`config.mk`:
```
export PLATFORM = sky130hd
export DESIGN_NAME = energy_vad_turn_endpointer
export DESIGN_NICKNAME = d
export VERILOG_FILES = /design/src/rtl/core/evte_pkg.sv /design/src/rtl/core/evte_cfg_regs.sv /design/src/rtl/core/evte_frame_energy.sv /design/src/rtl/core/evte_turn_ctrl.sv /design/src/rtl/core/energy_vad_turn_endpointer.sv
export VERILOG_INCLUDE_DIRS = /design/src /design/src/rtl/core
export SDC_FILE = /design/constraint.sdc
export NUM_CORES = 2
export LEC_CHECK = 0
export ABC_CLOCK_PERIOD_IN_PS = 17850
export BUFFER_PORTS_ARGS = -buffer_cell sky130_fd_sc_hd__buf_2
export CAP_MARGIN = 40
export CORE_MARGIN = 2
export CORE_UTILIZATION = 57
export CTS_BUF_LIST = sky130_fd_sc_hd__clkbuf_4 sky130_fd_sc_hd__clkbuf_8
export CTS_CLUSTER_DIAMETER = 40
export CTS_CLUSTER_SIZE = 14
export DETAILED_ROUTE_END_ITERATION = 8
export HOLD_SLACK_MARGIN = 0.05
export MAX_ROUTING_LAYER = met4
export PLACE_DENSITY = 0.76
export RECOVER_POWER = 50
export SLEW_MARGIN = 30
export SYNTH_ARGS = -nofsm -noshare
export SYNTH_HDL_FRONTEND = slang
export SYNTH_SLANG_ARGS = --single-unit
```
`constraint.sdc`:
```
create_clock -name clk -period 17.85 [get_ports clk]
set_input_delay 0.8925 -clock clk [delete_from_list [all_inputs] [get_ports clk]]
set_output_delay 0.8925 -clock clk [all_outputs]
set_load 0.02 [all_outputs]
```
`src/rtl/core/energy_vad_turn_endpointer_macros.svh`:
```
// Assertion macros shared by the endpointer RTL.
`ifndef ENERGY_VAD_TURN_ENDPOINTER_MACROS_SVH
`define ENERGY_VAD_TURN_ENDPOINTER_MACROS_SVH

// Same-cycle implication, disabled while reset is asserted.
`define EVTE_ASSERT_NOW(lbl, clk, rst_n, ante, cons, msg) \
  lbl: assert property (@(posedge clk) disable iff (!rst_n) (ante) |-> (cons)) else $error(msg);

// Next-cycle implication, disabled while reset is asserted.
`define EVTE_ASSERT_NEXT(lbl, clk, rst_n, ante, cons, msg) \
  lbl: assert property (@(posedge clk) disable iff (!rst_n) (ante) |=> (cons)) else $error(msg);

`endif

```
`src/rtl/core/evte_pkg.sv`:
```
// Package: types, constants and codes of the energy VAD turn endpointer.
`default_nettype none

package evte_pkg;

  localparam int FRAME_SAMPLES = 320;
  localparam int FRAME_BITS    = $clog2(FRAME_SAMPLES);
  localparam int FILL_W        = FRAME_BITS;
  localparam int ACC_W         = 30 + $clog2(FRAME_SAMPLES + 1);
  localparam int ENERGY_SHIFT  = 12;
  localparam int ENERGY_W      = 15;
  localparam int SPEECH_W      = 8;
  localparam int COUNT_W       = 16;
  localparam int SEQ_W         = 32;
  localparam int REQ_W         = 3;
  localparam int SAMPLE_W      = 16;
  localparam int SQ_W          = 2 * SAMPLE_W;

  // Divide by FRAME_SAMPLES through a reciprocal multiply on the pre-shifted sum.
  localparam int QX_W        = ENERGY_W + FRAME_BITS;
  localparam int RECIP_SHIFT = ENERGY_W + 2 * FRAME_BITS;
  localparam int RECIP_W     = RECIP_SHIFT - FRAME_BITS + 2;
  localparam int PROD_W      = QX_W + RECIP_W;
  localparam logic [63:0] RECIP_FULL =
    ((64'd1 << RECIP_SHIFT) + 64'(FRAME_SAMPLES) - 64'd1) / 64'(FRAME_SAMPLES);
  localparam logic [RECIP_W-1:0] RECIP = RECIP_W'(RECIP_FULL);
  localparam logic [ACC_W-1:0] ENERGY_SAT_LIM =
    ACC_W'(64'(FRAME_SAMPLES) << (ENERGY_W + ENERGY_SHIFT));
  localparam logic [ENERGY_W-1:0] ENERGY_MAX = '1;
  localparam logic [FILL_W-1:0] FILL_LAST = FILL_W'(FRAME_SAMPLES - 1);

  // Request codes
  localparam logic [REQ_W-1:0] REQ_SAMPLE     = 3'd0;
  localparam logic [REQ_W-1:0] REQ_TURN_DONE  = 3'd1;
  localparam logic [REQ_W-1:0] REQ_CALL_START = 3'd2;
  localparam logic [REQ_W-1:0] REQ_RESTART    = 3'd3;
  localparam logic [REQ_W-1:0] REQ_SEQ_RESET  = 3'd4;

  // Configuration register indexes
  localparam int CFG_INDEX_W = 3;
  localparam int CFG_DATA_W  = 16;
  localparam logic [CFG_INDEX_W-1:0] CFG_ENERGY_THRESHOLD = 3'd0;
  localparam logic [CFG_INDEX_W-1:0] CFG_AGENT_MODE       = 3'd1;
  localparam logic [CFG_INDEX_W-1:0] CFG_MIN_SPEECH       = 3'd2;
  localparam logic [CFG_INDEX_W-1:0] CFG_MIN_COLLECTED    = 3'd3;
  localparam logic [CFG_INDEX_W-1:0] CFG_SILENCE_LIMIT    = 3'd4;
  localparam logic [CFG_INDEX_W-1:0] CFG_MAX_COLLECTED    = 3'd5;

  localparam logic [ENERGY_W-1:0] RST_ENERGY_THRESHOLD = 15'd0;
  localparam logic                RST_AGENT_MODE       = 1'b1;
  localparam logic [SPEECH_W-1:0] RST_MIN_SPEECH       = 8'd2;
  localparam logic [COUNT_W-1:0]  RST_MIN_COLLECTED    = 16'd5;
  localparam logic [COUNT_W-1:0]  RST_SILENCE_LIMIT    = 16'd40;
  localparam logic [COUNT_W-1:0]  RST_MAX_COLLECTED    = 16'd750;

  typedef struct packed {
    logic [REQ_W-1:0]           req_type;
    logic signed [SAMPLE_W-1:0] sample;
    logic                       call_active;
  } in_item_t;

  typedef struct packed {
    logic                frame_done;
    logic [ENERGY_W-1:0] frame_energy;
    logic [SEQ_W-1:0]    frame_seq;
    logic                commit;
    logic [SEQ_W-1:0]    turn_id;
    logic                pending;
  } out_item_t;

  typedef struct packed {
    logic [ENERGY_W-1:0] energy_threshold;
    logic                agent_mode;
    logic [SPEECH_W-1:0] min_speech_frames;
    logic [COUNT_W-1:0]  min_collected_frames;
    logic [COUNT_W-1:0]  silence_limit;
    logic [COUNT_W-1:0]  max_collected_frames;
  } cfg_t;

  typedef struct packed {
    logic [REQ_W-1:0]    req_type;
    logic                call_active;
    logic                frame_done;
    logic [ENERGY_W-1:0] energy;
  } frame_t;

endpackage

`default_nettype wire

```
`src/rtl/core/evte_cfg_regs.sv`:
```
// Configuration register file of the endpointer.
`default_nettype none

module evte_cfg_regs import evte_pkg::*; (
  input  wire logic                   clk,
  input  wire logic                   rst_n,
  input  wire logic                   cfg_valid,
  output logic                        cfg_ready,
  input  wire logic [CFG_INDEX_W-1:0] cfg_index,
  input  wire logic [CFG_DATA_W-1:0]  cfg_data,
  output cfg_t                        cfg
);

  cfg_t cfg_r;

  assign cfg_ready = 1'b1;
  assign cfg       = cfg_r;

  always_ff @(posedge clk) begin
    if (!rst_n) begin
      cfg_r.energy_threshold     <= RST_ENERGY_THRESHOLD;
      cfg_r.agent_mode           <= RST_AGENT_MODE;
      cfg_r.min_speech_frames    <= RST_MIN_SPEECH;
      cfg_r.min_collected_frames <= RST_MIN_COLLECTED;
      cfg_r.silence_limit        <= RST_SILENCE_LIMIT;
      cfg_r.max_collected_frames <= RST_MAX_COLLECTED;
    end else if (cfg_valid && cfg_ready) begin
      unique case (cfg_index)
        CFG_ENERGY_THRESHOLD: cfg_r.energy_threshold     <= cfg_data[ENERGY_W-1:0];
        CFG_AGENT_MODE:       cfg_r.agent_mode           <= cfg_data[0];
        CFG_MIN_SPEECH:       cfg_r.min_speech_frames    <= cfg_data[SPEECH_W-1:0];
        CFG_MIN_COLLECTED:    cfg_r.min_collected_frames <= cfg_data[COUNT_W-1:0];
        CFG_SILENCE_LIMIT:    cfg_r.silence_limit        <= cfg_data[COUNT_W-1:0];
        CFG_MAX_COLLECTED:    cfg_r.max_collected_frames <= cfg_data[COUNT_W-1:0];
        default: ;
      endcase
    end
  end

endmodule

`default_nettype wire

```
`src/rtl/core/evte_frame_energy.sv`:
```
// Frame energy pipeline: input register, square, accumulate, scale and saturate.
`default_nettype none

`include "energy_vad_turn_endpointer_macros.svh"

module evte_frame_energy import evte_pkg::*; (
  input  wire logic     clk,
  input  wire logic     rst_n,
  input  wire logic     in_valid,
  output logic          in_stall,
  input  wire in_item_t in_data,
  output logic          fe_valid,
  input  wire logic     fe_stall,
  output frame_t        fe_item
);

  typedef struct packed {
    logic [REQ_W-1:0] req_type;
    logic             call_active;
    logic [SQ_W-1:0]  sq;
  } sq_item_t;

  typedef struct packed {
    logic [REQ_W-1:0] req_type;
    logic             call_active;
    logic             frame_done;
    logic [ACC_W-1:0] total;
  } sum_item_t;

  logic      s1_v_r, s2_v_r, s3_v_r, s4_v_r;
  in_item_t  s1_r;
  sq_item_t  s2_r;
  sum_item_t s3_r;
  frame_t    s4_r;
  logic      s1_rdy, s2_rdy, s3_rdy, s4_rdy;

  logic [FILL_W-1:0] fill_r, fill_nxt;
  logic [ACC_W-1:0]  acc_r, acc_nxt;
  sum_item_t         s3_nxt;
  logic [ACC_W-1:0]  acc_sum;

  logic [SAMPLE_W-1:0] mag;
  logic [SQ_W-1:0]     sq;
  logic                sat;
  logic [QX_W-1:0]     qx;
  logic [PROD_W-1:0]   prod;
  frame_t              s4_nxt;

  assign s4_rdy   = !s4_v_r || !fe_stall;
  assign s3_rdy   = !s3_v_r || s4_rdy;
  assign s2_rdy   = !s2_v_r || s3_rdy;
  assign s1_rdy   = !s1_v_r || s2_rdy;
  assign in_stall = !s1_rdy;
  assign fe_valid = s4_v_r;
  assign fe_item  = s4_r;

  // |sample|, then its square
  assign mag = s1_r.sample[SAMPLE_W-1] ? SAMPLE_W'(-s1_r.sample) : SAMPLE_W'(s1_r.sample);
  assign sq  = SQ_W'(mag) * SQ_W'(mag);

  always_comb begin
    acc_sum            = acc_r + ACC_W'(s2_r.sq);
    fill_nxt           = fill_r;
    acc_nxt            = acc_r;
    s3_nxt.req_type    = s2_r.req_type;
    s3_nxt.call_active = s2_r.call_active;
    s3_nxt.frame_done  = 1'b0;
    s3_nxt.total       = acc_sum;
    if (s2_r.req_type == REQ_SAMPLE) begin
      if (fill_r == FILL_LAST) begin
        s3_nxt.frame_done = 1'b1;
        fill_nxt          = '0;
        acc_nxt           = '0;
      end else begin
        fill_nxt = fill_r + FILL_W'(1);
        acc_nxt  = acc_sum;
      end
    end else if (s2_r.req_type == REQ_RESTART) begin
      fill_nxt = '0;
      acc_nxt  = '0;
    end
  end

  // (sum >> 12) / FRAME_SAMPLES, saturated
  assign sat  = s3_r.total >= ENERGY_SAT_LIM;
  assign qx   = s3_r.total[ENERGY_SHIFT +: QX_W];
  assign prod = PROD_W'(qx) * PROD_W'(RECIP);

  always_comb begin
    s4_nxt.req_type    = s3_r.req_type;
    s4_nxt.call_active = s3_r.call_active;
    s4_nxt.frame_done  = s3_r.frame_done;
    s4_nxt.energy      = sat ? ENERGY_MAX : prod[RECIP_SHIFT +: ENERGY_W];
  end

  always_ff @(posedge clk) begin
    if (!rst_n) begin
      s1_v_r <= 1'b0;
      s2_v_r <= 1'b0;
      s3_v_r <= 1'b0;
      s4_v_r <= 1'b0;
      fill_r <= '0;
      acc_r  <= '0;
    end else begin
      if (s1_rdy) s1_v_r <= in_valid;
      if (s2_rdy) s2_v_r <= s1_v_r;
      if (s3_rdy) s3_v_r <= s2_v_r;
      if (s4_rdy) s4_v_r <= s3_v_r;
      if (s2_v_r && s3_rdy) begin
        fill_r <= fill_nxt;
        acc_r  <= acc_nxt;
      end
    end
  end

  always_ff @(posedge clk) begin
    if (in_valid && s1_rdy) s1_r <= in_data;
    if (s1_v_r && s2_rdy) begin
      s2_r.req_type    <= s1_r.req_type;
      s2_r.call_active <= s1_r.call_active;
      s2_r.sq          <= sq;
    end
    if (s2_v_r && s3_rdy) s3_r <= s3_nxt;
    if (s3_v_r && s4_rdy) s4_r <= s4_nxt;
  end

  `EVTE_ASSERT_NOW(a_fill_range, clk, rst_n, 1'b1, fill_r <= FILL_LAST,
                   "fill count past frame end")
  `EVTE_ASSERT_NOW(a_done_on_sample, clk, rst_n, s3_v_r && s3_r.frame_done,
                   s3_r.req_type == REQ_SAMPLE, "frame end on a non-sample item")
  `EVTE_ASSERT_NOW(a_quot_fits, clk, rst_n, s3_v_r && !sat,
                   (prod >> RECIP_SHIFT) <= PROD_W'(ENERGY_MAX), "unsaturated energy overflows")

endmodule

`default_nettype wire

```
`src/rtl/core/evte_turn_ctrl.sv`:
```
// Turn detection counters, sequence numbering and the result register.
`default_nettype none

`include "energy_vad_turn_endpointer_macros.svh"

module evte_turn_ctrl import evte_pkg::*; (
  input  wire logic   clk,
  input  wire logic   rst_n,
  input  wire cfg_t   cfg,
  input  wire logic   fe_valid,
  output logic        fe_stall,
  input  wire frame_t fe_item,
  output logic        out_valid,
  input  wire logic   out_stall,
  output out_item_t   out_data
);

  logic      out_v_r;
  out_item_t out_r, out_nxt;
  logic      rdy, load;

  logic [SPEECH_W-1:0] speech_r, speech_nxt;
  logic [COUNT_W-1:0]  silence_r, silence_nxt;
  logic [COUNT_W-1:0]  coll_r, coll_nxt;
  logic                wait_r, wait_nxt;
  logic [SEQ_W-1:0]    seq_r, seq_nxt;
  logic [SEQ_W-1:0]    turn_r, turn_nxt;

  assign rdy       = !out_v_r || !out_stall;
  assign load      = fe_valid && rdy;
  assign fe_stall  = !rdy;
  assign out_valid = out_v_r;
  assign out_data  = out_r;

  always_comb begin
    logic [SPEECH_W-1:0] sp_a;
    logic [COUNT_W-1:0]  si_a;
    logic [COUNT_W-1:0]  co_a;
    speech_nxt  = speech_r;
    silence_nxt = silence_r;
    coll_nxt    = coll_r;
    wait_nxt    = wait_r;
    seq_nxt     = seq_r;
    turn_nxt    = turn_r;
    out_nxt     = '0;
    sp_a        = speech_r;
    si_a        = silence_r;
    co_a        = coll_r;
    unique case (fe_item.req_type)
      REQ_SAMPLE: begin
        if (fe_item.frame_done) begin
          out_nxt.frame_done   = 1'b1;
          out_nxt.frame_energy = fe_item.energy;
          out_nxt.frame_seq    = seq_r;
          seq_nxt              = seq_r + SEQ_W'(1);
          if (fe_item.call_active && !wait_r && cfg.agent_mode) begin
            if (fe_item.energy > cfg.energy_threshold) begin
              if (speech_r != '1) sp_a = speech_r + SPEECH_W'(1);
              si_a = '0;
            end else if (speech_r != '0) begin
              if (silence_r != '1) si_a = silence_r + COUNT_W'(1);
            end
            if (sp_a >= cfg.min_speech_frames && coll_r != '1) co_a = coll_r + COUNT_W'(1);
            if (co_a >= cfg.min_collected_frames &&
                (si_a >= cfg.silence_limit || co_a >= cfg.max_collected_frames)) begin
              wait_nxt        = 1'b1;
              turn_nxt        = turn_r + SEQ_W'(1);
              out_nxt.commit  = 1'b1;
              out_nxt.turn_id = turn_r + SEQ_W'(1);
              speech_nxt      = '0;
              silence_nxt     = '0;
              coll_nxt        = '0;
            end else begin
              speech_nxt  = sp_a;
              silence_nxt = si_a;
              coll_nxt    = co_a;
            end
          end
        end
      end
      REQ_TURN_DONE: begin
        wait_nxt    = 1'b0;
        speech_nxt  = '0;
        silence_nxt = '0;
        coll_nxt    = '0;
      end
      REQ_CALL_START: begin
        seq_nxt  = '0;
        wait_nxt = 1'b0;
      end
      REQ_RESTART: begin
        seq_nxt     = '0;
        wait_nxt    = 1'b0;
        speech_nxt  = '0;
        silence_nxt = '0;
        coll_nxt    = '0;
      end
      REQ_SEQ_RESET: seq_nxt = '0;
      default: ;
    endcase
    out_nxt.pending = wait_nxt;
  end

  always_ff @(posedge clk) begin
    if (!rst_n) begin
      out_v_r   <= 1'b0;
      speech_r  <= '0;
      silence_r <= '0;
      coll_r    <= '0;
      wait_r    <= 1'b0;
      seq_r     <= '0;
      turn_r    <= '0;
    end else begin
      if (rdy) out_v_r <= fe_valid;
      if (load) begin
        speech_r  <= speech_nxt;
        silence_r <= silence_nxt;
        coll_r    <= coll_nxt;
        wait_r    <= wait_nxt;
        seq_r     <= seq_nxt;
        turn_r    <= turn_nxt;
      end
    end
  end

  always_ff @(posedge clk) begin
    if (load) out_r <= out_nxt;
  end

  `EVTE_ASSERT_NOW(a_commit_pending, clk, rst_n, out_v_r && out_r.commit,
                   out_r.pending && out_r.frame_done, "commit without pending or frame")
  `EVTE_ASSERT_NEXT(a_turn_only_commit, clk, rst_n, !(load && out_nxt.commit),
                    $stable(turn_r), "turn counter moved without commit")
  `EVTE_ASSERT_NEXT(a_pending_tracks, clk, rst_n, load, out_r.pending == wait_r,
                    "pending differs from turn wait")

endmodule

`default_nettype wire

```
`src/rtl/core/energy_vad_turn_endpointer.sv`:
```
// Energy VAD turn endpointer: top level.
//
// Input channel (in_valid / in_stall / in_data): one request per item. A sample
// request adds one PCM sample to the current frame; turn done, call started,
// audio restart and sequence reset requests act on the turn state.
// Output channel (out_valid / out_stall / out_data): exactly one result per
// input item, in order. frame_done marks the sample that closed a frame and
// carries its energy and sequence number; commit marks a turn end.
// Config port (cfg_valid / cfg_ready / cfg_index / cfg_data): always ready,
// write only while no item is in flight.
// Throughput: one item per cycle while the output is not stalled; five register stages
// (input, square, accumulate, reciprocal scale, result) each take one item per cycle.
// Reset (rst_n low, synchronous): pipeline empties, counters and the turn
// state clear, registers take their default values.
// A stalled result holds; items keep entering until every stage is full,
// then in_stall rises.
`default_nettype none

module energy_vad_turn_endpointer import evte_pkg::*; (
  input  wire logic                   clk,
  input  wire logic                   rst_n,
  input  wire logic                   in_valid,
  output logic                        in_stall,
  input  wire in_item_t               in_data,
  output logic                        out_valid,
  input  wire logic                   out_stall,
  output out_item_t                   out_data,
  input  wire logic                   cfg_valid,
  output logic                        cfg_ready,
  input  wire logic [CFG_INDEX_W-1:0] cfg_index,
  input  wire logic [CFG_DATA_W-1:0]  cfg_data
);

  cfg_t   cfg;
  logic   fe_valid;
  logic   fe_stall;
  frame_t fe_item;

  evte_cfg_regs u_cfg (
    .clk       (clk),
    .rst_n     (rst_n),
    .cfg_valid (cfg_valid),
    .cfg_ready (cfg_ready),
    .cfg_index (cfg_index),
    .cfg_data  (cfg_data),
    .cfg       (cfg)
  );

  evte_frame_energy u_energy (
    .clk      (clk),
    .rst_n    (rst_n),
    .in_valid (in_valid),
    .in_stall (in_stall),
    .in_data  (in_data),
    .fe_valid (fe_valid),
    .fe_stall (fe_stall),
    .fe_item  (fe_item)
  );

  evte_turn_ctrl u_turn (
    .clk       (clk),
    .rst_n     (rst_n),
    .cfg       (cfg),
    .fe_valid  (fe_valid),
    .fe_stall  (fe_stall),
    .fe_item   (fe_item),
    .out_valid (out_valid),
    .out_stall (out_stall),
    .out_data  (out_data)
  );

endmodule

`default_nettype wire

```
==> impl_metrics.tcl <==
set metrics [dict create \
    status "finished with violations" \
    violations "max-capacitance violations, max-slew violations" \
    path_clk_slew_ps 80 \
    cpPeakStageDelay_ps 590 \
    synthArstFlopShare_pct 0 \
    die_y_um 261 \
    drt_wl_total_mm 82.4 \
    ios 129 \
    synth_seq_cells 431 \
    fin_hold_ws_ps 409 \
    area_growth_pct 8.40 \
    skew_ps 41.5 \
    worst_pin_slew_ps 3270 \
    vias 27000 \
    start_util_pct 57.4 \
    synth_area_per_cell_um2 9.69 \
    grt_pass1_vias 27000 \
    crit_required_ps 18230 \
    antenna_left 0 \
    cts_setup_buffers 0 \
    core_area_um2 65600 \
    clock_latency_ps 660 \
    period_needed_ps 8610 \
    clockRootBuffer "clkbuf_8" \
    num_rows 94 \
    final_core_util_pct 62.2 \
    fmax_mhz 116 \
    ys.flop_type "dfxtp_1" \
    hold_violations 0 \
    cts.path.max_buffers 3 \
    cts_hold_buffers 0 \
    wire_per_inst_um 16.6 \
    htree_levels 3 \
    netlist_area_um2 37700 \
    grt_overflow 0 \
    hold_class "in2reg" \
    yosysSeqAreaShare_pct 28.2 \
    maxCapViolCount 7 \
    dr.first_iter.drc_count 1802 \
    final_nets 4940 \
    slowest_stage "xor2_1" \
    setup_viol 0 \
    gp_congestion 0.956 \
    synthesis.instances 3888 \
    layout-drive-gt1-share_pct 7.67 \
    drc 0 \
    track_usage_pct 25.4 \
    cts_sinks 431 \
    fin_crit_sh_pct 48.2 \
    finalSetupTns_ps 0 \
    yosysWarnings 0 \
    synth.distinct_cells 91 \
    crit_fanout 13 \
    cts_tree "done" \
    rsz0062_at_grt "no" \
    antenna_found_initial 0 \
    design.die.area_um2 68200 \
    die_w_um 261 \
    synth_edf_count 201 \
    finalMaxSlewViolations 322 \
    cp-end-kind "flop" \
    cts_buffers 68 \
    port-buffer-count 127 \
    grt_max_degree 74 \
    first_pass_iters 5 \
    ctsResizeCount 0 \
    setup.worst_path.start_class "flop" \
    path_class "reg2reg" \
    dpl.hpwl_mm 65.9 \
    grt_pass1_wl_mm 135 \
    maxSlewHeadroom_pct -118 \
    crit_arrival_ps 8990 \
    viasPerCell 5.45 \
]
-- cells in the mapped netlist (all sizes together) (75+ instances only) --
cell	number	share of area (%)
a21oi	180	2.4
nor2	292	2.9
inv	717	7.1
o21ai	91	1.2
edfxtp	201	16
nand3	80	1.1
nand2	332	3.3
fa	386	21
dfxtp	230	12
xnor2	107	2.5
ha	474	16
xor2	102	2.4
clkbuf	75	0.75
-- state kept, by name (all words and copies together), names as in the netlist --
register	flops
u_turn.out_data	82
u_cfg.cfg	72
u_energy.acc_r	39
u_energy.s2_r	35
u_turn.seq_r	32
u_turn.turn_r	32
u_energy.qx	24
u_energy.fe_item	20
u_energy.s1_r	20
u_energy.s3_r	20
u_turn.coll_r	16
u_turn.silence_r	16
u_energy.fill_r	9
u_turn.speech_r	8
u_energy.fe_valid	1
u_energy.s1_v_r	1
u_energy.s2_v_r	1
u_energy.s3_v_r	1
u_turn.out_valid	1
u_turn.wait_r	1
-- per-layer routing --
layer	vias to the layer above	wire length, µm	share of wire, %	global-route usage, %
met5	-	0	0	-
met4	0	2030	2.5	6.90
met3	143	5100	6.2	4.22
met2	715	38200	46	40.1
met1	13100	37100	45	34.2
li1	13100	-	-	-
-- cell families (layout without fill, tap and decap cells) --
group / count (synthesis) / in the layout / share of synthesized area (%)
simple gates: 1019 / 1019 / 12.8
buf+inv: 814 / 1007 / 8.17
fa+ha+maj: 860 / 860 / 36.2
xor+xnor: 209 / 209 / 4.91
compound gates: 545 / 545 / 9.43
mux: 8 / 8 / 0.219
other cells: 2 / 14 / 0.0199
flops: 431 / 431 / 28.2
-- through the flow --
step | setup WS, ps | cells | instance area (µm²)
final | 9240 | 4957 | 40900
after global routing | 8710 | 4956 | 40800
after CTS | 9250 | 4949 | 40900
after detailed placement | 9280 | 4823 | 39400
after global placement | 8780 | 4817 | 39300
after floorplan | 9950 | 3899 | 37700
-- layout make-up --
class	count	area, µm²
clock buffers	82	1070
fillers	5381	24800
inverters	723	2720
repair buffers	158	818
diodes	1	2.50
well taps	864	1080
multi-input cells	2654	24000
clock inverters	44	487
flip-flops and latches	431	10600
-- critical path, delay by kind of cell (launching register included) --
kind / cells / cell delay [ps]
compound gates: 7 / 1620
xor+xnor: 2 / 680
fa+ha+maj: 8 / 3750
buf+inv: 7 / 1180
flops: 1 / 540
simple gates: 4 / 560
-- path summary, 6_finish.rpt --
check | startpoint | to | cells past startpoint | slack [ps]
worst min-delay path | in_data[18] | u_energy.s1_r[18] | 1 | 410
worst max register to register | u_energy.s1_r[1] | u_energy.s2_r[28] | 28 | 9240
worst min register to register | u_energy.s3_r[43] | u_energy.fe_item[19] | 0 | 430
worst max-delay path | u_energy.s1_r[1] | u_energy.s2_r[28] | 28 | 9240
-- cells in the final DEF, fill, tap and decap left out, types with 10 or more instances in the layout --
| master | netlist | routed |
|---|---|---|
| edfxtp_1 | 201 | 201 |
| a22oi_1 | 38 | 38 |
| nand2_1 | 332 | 332 |
| xor2_1 | 102 | 102 |
| or3_1 | 25 | 25 |
| xnor2_1 | 106 | 106 |
| nor2_1 | 290 | 288 |
| dfxtp_1 | 230 | 230 |
| a21o_1 | 52 | 52 |
| o211ai_1 | 29 | 29 |
| ha_1 | 474 | 474 |
| a21oi_1 | 178 | 179 |
| inv_6 | 0 | 13 |
| nor2b_1 | 13 | 13 |
| o21ai_0 | 82 | 81 |
| o21a_1 | 16 | 16 |
| buf_2 | 15 | 131 |
| and3_1 | 42 | 42 |
| nand2b_1 | 25 | 25 |
| clkbuf_1 | 75 | 12 |
| nand4_1 | 47 | 47 |
| clkbuf_4 | 0 | 10 |
| clkbuf_8 | 0 | 72 |
| buf_4 | 1 | 12 |
| a31oi_1 | 31 | 30 |
| a22o_1 | 19 | 19 |
| nor3_1 | 39 | 38 |
| o31ai_1 | 10 | 10 |
| inv_1 | 713 | 711 |
| and2_1 | 70 | 31 |
| fa_1 | 386 | 386 |
| and2_0 | 0 | 39 |
| conb_1 | 2 | 13 |
| a211oi_1 | 17 | 17 |
| nand3_1 | 80 | 80 |
| clkinv_4 | 0 | 10 |
Power is left out: the tool's default activity adds up to more than one toggle a clock period on the data nets, which glitch-free logic cannot reach.
